**src/hw/rtl/oaht_pkg.sv**
```systemverilog
package oaht_pkg;

	localparam int CAPACITY_DEF = 64;
	localparam int LOGIN_BYTES = 8;
	localparam int LOGIN_W = 64;
	localparam int DHI_W = 64;
	localparam int DMID_W = 64;
	localparam int DLO_W = 32;
	localparam int SLOT_DATA_W = LOGIN_W + DHI_W + DMID_W + DLO_W;
	localparam logic [31:0] MULT_A = 32'd2654431523;

	localparam logic [1:0] OP_INSERT = 2'd0;
	localparam logic [1:0] OP_LOOKUP = 2'd1;
	localparam logic [1:0] OP_DELETE = 2'd2;

	localparam logic [1:0] ST_DONE = 2'd0;
	localparam logic [1:0] ST_NOT_FOUND = 2'd1;
	localparam logic [1:0] ST_FULL = 2'd2;

	localparam logic [1:0] MARK_FREE = 2'd0;
	localparam logic [1:0] MARK_USED = 2'd1;
	localparam logic [1:0] MARK_GONE = 2'd2;

	typedef struct packed {
		logic       load;
		logic       clear;
		logic       hash;
		logic       mul;
		logic       home;
		logic       probe_init;
		logic       probe_next;
		logic       rd;
		logic       wr_mark;
		logic [1:0] mark;
		logic       wr_data;
		logic       cnt_inc;
		logic       cnt_dec;
		logic       respond;
		logic [1:0] status;
		logic       show_digest;
	} oaht_cmd_t;

	typedef struct packed {
		logic       clear_last;
		logic       hash_last;
		logic       probe_last;
		logic       nearly_full;
		logic [1:0] op;
		logic [1:0] mark;
		logic       match;
	} oaht_sts_t;

endpackage

```
**src/hw/rtl/oaht_ctrl.sv**
```systemverilog
module oaht_ctrl (
	input  logic                clk,
	input  logic                arst_n,
	input  logic                start,
	output logic                busy,
	input  oaht_pkg::oaht_sts_t sts,
	output oaht_pkg::oaht_cmd_t cmd
);

	localparam logic [2:0] S_CLEAR = 3'd0;
	localparam logic [2:0] S_IDLE = 3'd1;
	localparam logic [2:0] S_HASH = 3'd2;
	localparam logic [2:0] S_MUL = 3'd3;
	localparam logic [2:0] S_HOME = 3'd4;
	localparam logic [2:0] S_RD = 3'd5;
	localparam logic [2:0] S_EV = 3'd6;

	logic [2:0] state_q;
	logic [2:0] state_d;

	assign busy = (state_q != S_IDLE);

	always_ff @(posedge clk or negedge arst_n) begin
		if (!arst_n) begin
			state_q <= S_CLEAR;
		end else begin
			state_q <= state_d;
		end
	end

	always_comb begin
		cmd = '0;
		state_d = state_q;
		case (state_q)
			S_CLEAR: begin
				cmd.clear = 1'b1;
				if (sts.clear_last) begin
					state_d = S_IDLE;
				end
			end
			S_IDLE: begin
				if (start) begin
					cmd.load = 1'b1;
					state_d = S_HASH;
				end
			end
			S_HASH: begin
				cmd.hash = 1'b1;
				if (sts.hash_last) begin
					state_d = S_MUL;
				end
			end
			S_MUL: begin
				cmd.mul = 1'b1;
				state_d = S_HOME;
			end
			S_HOME: begin
				cmd.home = 1'b1;
				cmd.probe_init = 1'b1;
				state_d = S_RD;
				if (!(sts.op inside {oaht_pkg::OP_INSERT, oaht_pkg::OP_LOOKUP,
					oaht_pkg::OP_DELETE})) begin
					cmd.respond = 1'b1;
					cmd.status = oaht_pkg::ST_NOT_FOUND;
					state_d = S_IDLE;
				end else if (sts.op == oaht_pkg::OP_INSERT && sts.nearly_full) begin
					cmd.respond = 1'b1;
					cmd.status = oaht_pkg::ST_FULL;
					state_d = S_IDLE;
				end
			end
			S_RD: begin
				cmd.rd = 1'b1;
				state_d = S_EV;
			end
			S_EV: begin
				state_d = S_RD;
				cmd.probe_next = 1'b1;
				case (sts.op)
					oaht_pkg::OP_INSERT: begin
						if (sts.mark inside {oaht_pkg::MARK_FREE, oaht_pkg::MARK_GONE}) begin
							cmd.wr_mark = 1'b1;
							cmd.mark = oaht_pkg::MARK_USED;
							cmd.wr_data = 1'b1;
							cmd.cnt_inc = 1'b1;
							cmd.respond = 1'b1;
							cmd.status = oaht_pkg::ST_DONE;
							state_d = S_IDLE;
						end else if (sts.probe_last) begin
							cmd.respond = 1'b1;
							cmd.status = oaht_pkg::ST_FULL;
							state_d = S_IDLE;
						end
					end
					oaht_pkg::OP_LOOKUP: begin
						if (sts.mark == oaht_pkg::MARK_USED && sts.match) begin
							cmd.respond = 1'b1;
							cmd.status = oaht_pkg::ST_DONE;
							cmd.show_digest = 1'b1;
							state_d = S_IDLE;
						end else if (sts.mark == oaht_pkg::MARK_FREE || sts.probe_last) begin
							cmd.respond = 1'b1;
							cmd.status = oaht_pkg::ST_NOT_FOUND;
							state_d = S_IDLE;
						end
					end
					default: begin
						// Delete walks the whole probe path, free slots included.
						if (sts.mark == oaht_pkg::MARK_USED && sts.match) begin
							cmd.wr_mark = 1'b1;
							cmd.mark = oaht_pkg::MARK_GONE;
							cmd.cnt_dec = 1'b1;
							cmd.respond = 1'b1;
							cmd.status = oaht_pkg::ST_DONE;
							state_d = S_IDLE;
						end else if (sts.probe_last) begin
							cmd.respond = 1'b1;
							cmd.status = oaht_pkg::ST_NOT_FOUND;
							state_d = S_IDLE;
						end
					end
				endcase
			end
			default: begin
				state_d = S_IDLE;
			end
		endcase
	end

endmodule

```
**config.mk**
```make
export PLATFORM = sky130hd
export DESIGN_NAME = oaht_ctrl
export DESIGN_NICKNAME = d
export VERILOG_FILES = /design/src/hw/rtl/oaht_pkg.sv /design/src/hw/rtl/oaht_ctrl.sv
export SDC_FILE = /design/constraint.sdc
export NUM_CORES = 1
export LEC_CHECK = 0
export ABC_AREA = 1
export BUFFER_PORTS_ARGS = -buffer_cell sky130_fd_sc_hd__buf_2
export CORE_AREA = 2 2 39 41
export DETAILED_ROUTE_END_ITERATION = 10
export DIE_AREA = 0 0 41 43
export PLACE_DENSITY = 0.72
export RECOVER_POWER = 25
export REMOVE_ABC_BUFFERS = 1
export SKIP_CTS_REPAIR_TIMING = 1
export SLEW_MARGIN = 5
export SYNTH_ARGS = -nofsm -noshare
export SYNTH_HDL_FRONTEND = slang
export SYNTH_SLANG_ARGS = --single-unit
```
**constraint.sdc**
```tcl
create_clock -name clk -period 1.5 [get_ports clk]
set_input_delay 0.3 -clock clk [delete_from_list [all_inputs] [get_ports clk]]
set_output_delay 0.3 -clock clk [all_outputs]
set_load 0.02 [all_outputs]
```
# After elaboration in Yosys (flattened, before gate mapping)
# Index checks and enable logic that the tools add are counted.
[op_classes]
n_eq_ne = 14
muxes = 39
reduce_logical = 10
[op_table]
columns = ["op", "count"]
rows = [
  ["two-way mux 3 bit", 19],
  ["one-hot mux 3 bit (2 select lines)", 4],
  ["one-hot mux 3 bit (7 select lines)", 1],
  ["two-way mux 1 bit", 11],
  ["equality test 3 bit, second input constant", 3],
  ["equality test 3 x 2 -> 1 bit, second input constant", 2],
  ["two-way mux 6 bit", 1],
  ["inequality test 2 bit, second input constant", 3],
  ["two-way mux 5 bit", 1],
  ["equality test 2 x 1 -> 1 bit, second input constant", 2],
  ["equality test 2 bit, second input constant", 2],
  ["logical NOT 2 bit", 2],
  ["two-way mux 2 bit", 2],
  ["equality test 3 x 1 -> 1 bit, second input constant", 1],
  ["logical NOT 3 bit", 1],
  ["inequality test 3 x 1 -> 1 bit, second input constant", 1],
  ["AND reduction 3 bit", 1],
  ["nonzero test 3 bit", 1],
  ["logical AND 1 bit", 2],
  ["nonzero test 2 bit", 1],
  ["OR reduction 2 bit", 1],
  ["logical OR 1 bit", 1],
]
[totals]
regBits = 3
in_bits = 12
output_inout_bits = 19
wordCells = 64

# Longest topological paths before layout
# Gate-level depths: netlist of run 1.
[depth]
depth_word = 6
mapped_depth = 7
ltp_nobuf = 7

# Worst setup path after synthesis of run 1
# No wires, ideal clock.
[synth_path]
path_type = "flip-flop to output port"
startpoint = "reg state_q[1]"
endpoint = "out cmd[2] (netlist name)"
arrival_ps = 1368
required_time_ps = 1200
slack_ps = -168
stages_incl_launch_ff = 4
path_buffers = 0
cell_sequence = "dfrtp_1 > nor3_2 > inv_2 > o22ai_1"
[synth_lines]
columns = ["item", "line", "source"]
rows = [
  ["start: declaration", "oaht_ctrl.sv:18", "logic [2:0] state_q;"],
  ["start signal: assignment", "oaht_ctrl.sv:27", "state_q <= state_d;"],
  ["end: declaration", "oaht_ctrl.sv:7", "output oaht_pkg::oaht_cmd_t cmd"],
]

==> results.txt, run 1 <==
The via count normalized by instance count is 4.50. The die is 41 um wide. The synthesized flop and latch total is 3. The slack of the worst reg-to-reg path came out at 0.34 ns. The longest clock path from root to sink contains 2 buffers. The number of global-route vias before repair is 461.

Once detail routing completed, the nets flagged for antenna violations numbered 0. The number of port buffers came out at 30. The netlist uses 18 different library cells.

The final-layout fill cell count is 136. The clock insertion delay at the later pin of the skew report is 0.23 ns. The post-synthesis average cell area is 5.47 um2. The clock-pin slew of the registers on the worst-case setup and hold paths came out at 0.04 ns. Setup repair after global routing could not meet its margin everywhere. The master cell of the clock root buffer is clkbuf_4. The cell area power density is 1500 nW/um2.

The register with the most flip-flops in the final layout is state_q. The portion of the post-synthesis area used by sequential elements is 18.3%. After synthesis, the cell types taking the most area are dfrtp_1, nand2_1, inv_1, nand3_1, nor2_1.

The overall die area came out at 1760 um2. The all-layer global routing usage is 13.6%. Setup slack on the critical path of the routed design comes to -0.0798 ns.

The number of hold violations in the final report is 0. The first global-routing pass estimated 1.73 mm of wire. The tool flagged a number of max-cap violations equal to 0. Following the worst setup path forward leads to its endpoint at cmd[1]. The starting DRC count in detailed routing came out at 7. Among all cell types in the netlist, the one instantiated most often is nand2_1.

The startpoint type of the worst setup path is a flop. The maximum vdd drop came out at 524 uV. The min-delay analysis places its worst path in the category in2reg. From synthesis to final layout, the design area changed by 83.5%. The post-route minimum period is 1.58 ns. Among all flip-flop cells after synthesis, the most frequent one is dfrtp_1. The number of ports placed on the die boundary came out at 31. In the final routed layout, each cell accounts on average for 8.67 um.

The initial cell density of the core is 29.7%. The number of buffers inserted during clock tree synthesis came out at 3. The highest net fanout along the worst path came out at 8. The net count reported at finish is 126.

The checks that failed: setup timing. The share of flip-flops with an asynchronous set or reset is 100%. Across all layers, the routed design uses 580 vias.

Cells with a size suffix above 1 make up 47.8% of the layout. The endpoint arrival time on the critical path came out at 1.28 ns. The number of antenna diodes is 0. The setup violation total in the final timing report is 8. For this run, the number of Yosys warnings is 0. The number of flip-flops under the largest register name came out at 3. The critical path launch point is state_q[0]. The number of cells traversed by the worst register-to-register path came out at 5. The core box area is 1380 um2. The placement row count came out at 14. After routing, the total negative slack on setup checks comes to -0.283 ns. The number of antenna violations at the first check in global routing came to 0. The height of the die is 43 um.

The reg-to-reg endpoint is state_q[0]. The max-slew headroom at the worst pin is 84.7%. In this run the number of H-tree levels came out at 1. The type of element capturing the critical path is an output port. Entering global routing, the biggest net connects 9 pins. The routed wire length is 1.12 mm. The number of max-slew violations in the final report came out at 0. TritonCTS built the clock tree. The worst path required time is 1.20 ns. By count the netlist is led by nand2_1, inv_1, nor2_1.

The flow ran to the end, but the final reports show violations. The post-route clock period utilization is 105%. The beginning of the worst register-to-register path is state_q[0]. The number of iterations in the first detailed-routing pass came out at 4. The residual DRC count came out at 0. The highest attainable clock frequency came out at 0.633 GHz. For this design the static power due to leakage is 0.000434 uW. The netlist area before placement is 410 um2. For this run the aggregate overflow at the end of global routing stands at 0.

The final weighted congestion in routability-driven placement came out at 0.766. The count of clock tree sinks is 3. Of all cell types, the one taking the most synthesized area is dfrtp_1. In this run the biggest area consumer among cell types represents 18.3% of the synthesized area. The worst clock skew is 0.00275 ns.

The end-of-flow core utilization came out at 54.4%. The number of enable flip-flop cells after synthesis came out at 0. The measured slew at the worst slew-check pin came out at 0.229 ns.

The worst setup path is of the reg2out kind. The post-synthesis instance total came out at 75. The largest registers in the layout are state_q x3. The HPWL after detailed placement is 885 um.
[worst min-delay path by stage]
stage,startpoint,to,slack (ns),depth (start not counted)
after floorplan,arst_n,state_q[0],0.004,0
after global placement,arst_n,state_q[0],0.1,1
after detailed placement,arst_n,state_q[2],0.1,1
after CTS,arst_n,state_q[0],-0.15,1
after global routing,start,state_q[0],0.37,4
final,start,state_q[0],0.35,4
[area by class of cell]
cell class	count	area, um2	share of cell area [%]
Multi-Input combinational cell	53	313	41.5
Timing Repair Buffer	37	256	34.1
Sequential cell	3	77.6	10.3
Inverter	16	60.1	7.97
Clock buffer	4	26.3	3.49
Tap cell	16	20.0	2.66
[metrics by stage]
stage                     hold WS [ns]  instance area (um2)  std cells  setup slack (ns)  power [uW]
final                            0.348                  753        129           -0.0798        1130
after global routing             0.369                  753        129            -0.162        1230
after CTS                       -0.154                  607        125            -0.170         906
after detailed placement        0.0965                  581        121            0.0790         757
after global placement          0.0973                  581        121            0.0708         753
after floorplan                0.00441                  388         72            -0.372         549
[worst max-delay path, cell delays in order, from the launching register on]
cell	delay [ns]
dfrtp_2	0.44
nor2_4	0.15
nand2_8	0.09
nor3_2	0.10
nand2_1	0.07
o21ai_2	0.06
buf_6	0.13
[routing by layer]
metal	routed length [um]	part of all wire [%]	global-route usage [%]
met1	490	44	18.8
met2	551	49	20.3
met4	0	0	4.00
met5	0	0	0
met3	77	6.9	3.14
[report_power, final]
group / internal [uW] / switching [uW]
Clock: 99.7 / 41.3
Sequential: 126 / 64.8
Combinational: 342 / 453
[kinds of logic (layout without fill, tap and decap cells)]
family	count (synthesis)	after routing	synth area share [%]
AOI/OAI and AO/OA	9	9	12.5
buffers and inverters	19	57	20.1
DFF	3	3	18.3
and+or+nand+nor	44	44	49.1
[cell usage in the layout, fill, tap and decap left out, types with 2 or more instances in the layout]
| cell type | netlist | layout |
|---|---|---|
| inv_1 | 13 | 12 |
| buf_6 | 0 | 4 |
| o21ai_0 | 2 | 2 |
| inv_2 | 3 | 4 |
| clkbuf_1 | 0 | 2 |
| dfrtp_2 | 0 | 2 |
| nor2_1 | 9 | 8 |
| buf_2 | 0 | 14 |
| nand3_1 | 8 | 8 |
| a21oi_1 | 4 | 4 |
| buf_4 | 3 | 17 |
| clkbuf_4 | 0 | 3 |
| nor3_4 | 0 | 2 |
| nand2_1 | 19 | 19 |
(Power assumes the default switching activity.)
==> run 2, diff against run 1 <==
- RECOVER_POWER: 25 -> not set
==> run 2 against run 1 <==
The run still ends with setup timing left. Die area unchanged. Sequential cell count unchanged. Final area up 0.17%. First-iteration DRC count unchanged. Largest cell class unchanged. Largest power group unchanged. Highest routed layer unchanged.
==> results.txt, run 2 (synthesized netlist as in run 1, its figures left out) <==
The clock insertion delay at the later pin of the skew report came to 0.23 ns (about the same). The worst clock skew is 0.00272 ns (-0.0000282 ns). The number of hold violations in the final report came out at 0 (unchanged). The count of clock tree sinks came out at 3 (unchanged).

The path with the worst hold slack has its endpoint at state_q[0]. The endpoint arrival time on the critical path came out at 1.28 ns (about the same). The static leakage is 0.000437 uW (+0.63%). The highest attainable clock frequency came out at 0.633 GHz (about the same). The path class of the tightest hold or removal check is in2reg. The fraction of layout instances using a drive strength above 1 was 48.7% (+0.88 points). The buffer and inverter count on the worst path came to 1 (unchanged). The signal on the critical path passes through nor2_4, nand2_8, nor3_2, nand2_1, o21ai_2, buf_6. The largest register by flop count is state_q. The worst hold path depth is 4 (unchanged). The wire length per cell came out at 8.81 um (+1.5%). The initial cell density of the core came to 29.7% (unchanged). The setup violation total in the final timing report is 8 (unchanged). STA classifies the critical path endpoint as an output port. The all-layer global routing usage is 13.6% (unchanged). The max-slew headroom at the worst pin came out at 84.5% (-0.11 points). The worst setup slack after layout is -0.0801 ns (-0.000302 ns). The top cell types in the final layout, fill and taps aside, are nand2_1, buf_4, buf_2. The number of buffers on the longest clock path was 2 (unchanged).

The critical path in this run is classified as reg2out. The delay contributed by the slowest stage of the critical path is 0.44 ns (about the same). The pin count of the biggest net entering global routing came out at 9 (unchanged). The first-pass GRT wire length is 1.73 mm (unchanged). The non-filler instance count after layout is 129 (unchanged). TritonCTS built the clock tree. The routed wire length is 1.14 mm (+1.5%). The number of antenna diodes is 0 (unchanged). The number of vias after detailed routing came out at 583 (+0.52%). Setup repair after global routing could not meet its margin everywhere.

The number of antenna violations at the first check in global routing was 0 (unchanged). The placement row count came out at 14 (unchanged). The start point of the worst hold path is start. The final weighted congestion in routability-driven placement is 0.766 (unchanged). The residual overflow from global routing is 0 (unchanged). The number of iterations in the first detailed-routing pass came to 4 (unchanged). The area growth from synthesis to layout is 83.8%. The slack of the worst reg-to-reg path is 0.34 ns (about the same).

The horizontal die dimension came to 41 um (unchanged). The highest net fanout along the worst path is 8 (unchanged). The overall die area was 1760 um2 (unchanged). The checks that failed: setup timing.

The detailed route wirelength on metal3 came out at 86 um (+12%). Leaving out fill and tap cells, the most frequent cell in the layout is nand2_1. The height of the die came out at 43 um (unchanged). The number of flip-flops under the largest register name came out at 3 (unchanged). The starting DRC count in detailed routing is 7 (unchanged).

The post-route minimum period came out at 1.58 ns (+0.000302 ns). The instance count after placement with tap cells included is 121 (unchanged). The run finished, with violations left. The post-DP HPWL is 885 um (unchanged). The net count reported at finish is 126 (unchanged).

The remaining antenna violation count after routing is 0 (unchanged). The number of ports placed on the die boundary is 31 (unchanged). The worst path required time is 1.20 ns (about the same). The largest registers in the layout are state_q x3.

The endpoint identified for the worst register-to-register timing path is state_q[0]. The startpoint type of the worst setup path is a flop. The CTS H-tree depth is 1 (unchanged). The number of global-route vias before repair came out at 461 (unchanged).

The count of max-cap constraint violations is 0 (unchanged). The final-layout fill cell count is 136 (unchanged). The post-route clock period utilization was 105% (about the same).

The worst setup slack after placement was 0.0790 ns (unchanged). The core box area is 1380 um2 (unchanged). The measured slew at the worst slew-check pin is 0.231 ns (+0.00162 ns). The residual DRC count came out at 0 (unchanged). The tree is rooted in a clkbuf_4.

The maximum vdd drop came to 522 uV (-0.35%). The master of the slowest instance on the critical path is dfrtp_2. The routed length on met2 came out at 550 um (-0.18%).

Grouping stages by cell kind, the critical path spends the most delay in flip-flops. The number of cells traversed by the worst register-to-register path is 5 (unchanged). The number of max-slew violations in the final report is 0 (unchanged). The via count normalized by instance count came out at 4.52 (+0.52%). The routed length on met1 came out at 499 um (+1.8%).

The cell area power density came out at 1490 nW/um2 (-0.16%). The number of port buffers came out at 30 (unchanged). In this run the top signal layer used is met3. In this run the critical register-to-register path is launched from state_q[0]. The clock-pin slew of the registers on the worst-case setup and hold paths came out at 0.04 ns (about the same). The number of buffers inserted during clock tree synthesis came out at 3 (unchanged).
==> run 2: cell count changes in the layout (fill, tap and decap cells not counted) <==
cell	before	now
buf_2	14	15
clkbuf_1	2	1
==> run 2: routing by layer <==
metal	up-vias	global-route usage, %
met4	0	4.00
li1	314	-
met1	243	18.8
met5	-	0
met3	0	3.14
met2	26	20.3
==> run 2: stage by stage <==
stage / hold slack [ns] / power (uW) / utilization, % / cell area [um2] / TNS (ns)
6_report: 0.348 / 1130 / 54.5 / 754 / -0.281
5_1_grt: 0.369 / 1230 / 54.5 / 754 / -1.47
4_1_cts: -0.154 / 906 / 43.9 / 607 / -1.10
3_5_place_dp: 0.0965 / 757 / 42.0 / 581 / 0
3_3_place_gp: 0.0973 / 753 / 42.0 / 581 / 0
2_1_floorplan: 0.00441 / 549 / - / 388 / -1.02
==> run 2: worst max-delay path by stage <==
stage                     slack, ns       start      to  cells past startpoint
final                         -0.08  state_q[0]  cmd[1]                      6
after global routing          -0.16  state_q[2]  cmd[3]                      7
after CTS                     -0.17  state_q[1]  cmd[1]                      4
after detailed placement       0.08      sts[4]  cmd[3]                      7
after global placement         0.07  state_q[1]  cmd[1]                      4
after floorplan               -0.37  state_q[1]  cmd[2]                      3
==> run 2: cell type report <==
class / instances / area, um2 / share of cell area (%)
multi-input cells: 53 / 313 / 41.5
repair buffers: 37 / 258 / 34.2
flip-flops and latches: 3 / 77.6 / 10.3
inverters: 16 / 60.1 / 7.96
clock buffers: 4 / 26.3 / 3.48
well taps: 16 / 20.0 / 2.65
==> run 2: where the power goes <==
group	total [uW]	internal [uW]	leakage, uW	switching, uW
clock	141	99.7	0.0000150	41.0
sequential	191	126	0.0000349	65.1
combinational	795	343	0.000387	452
total	1130	568	0.000437	558
==> run 2: worst min-delay path: stages <==
cell and delay (ns):
buf_2 0.07, inv_1 0.04, nand2_2 0.07, a21oi_1 0.05
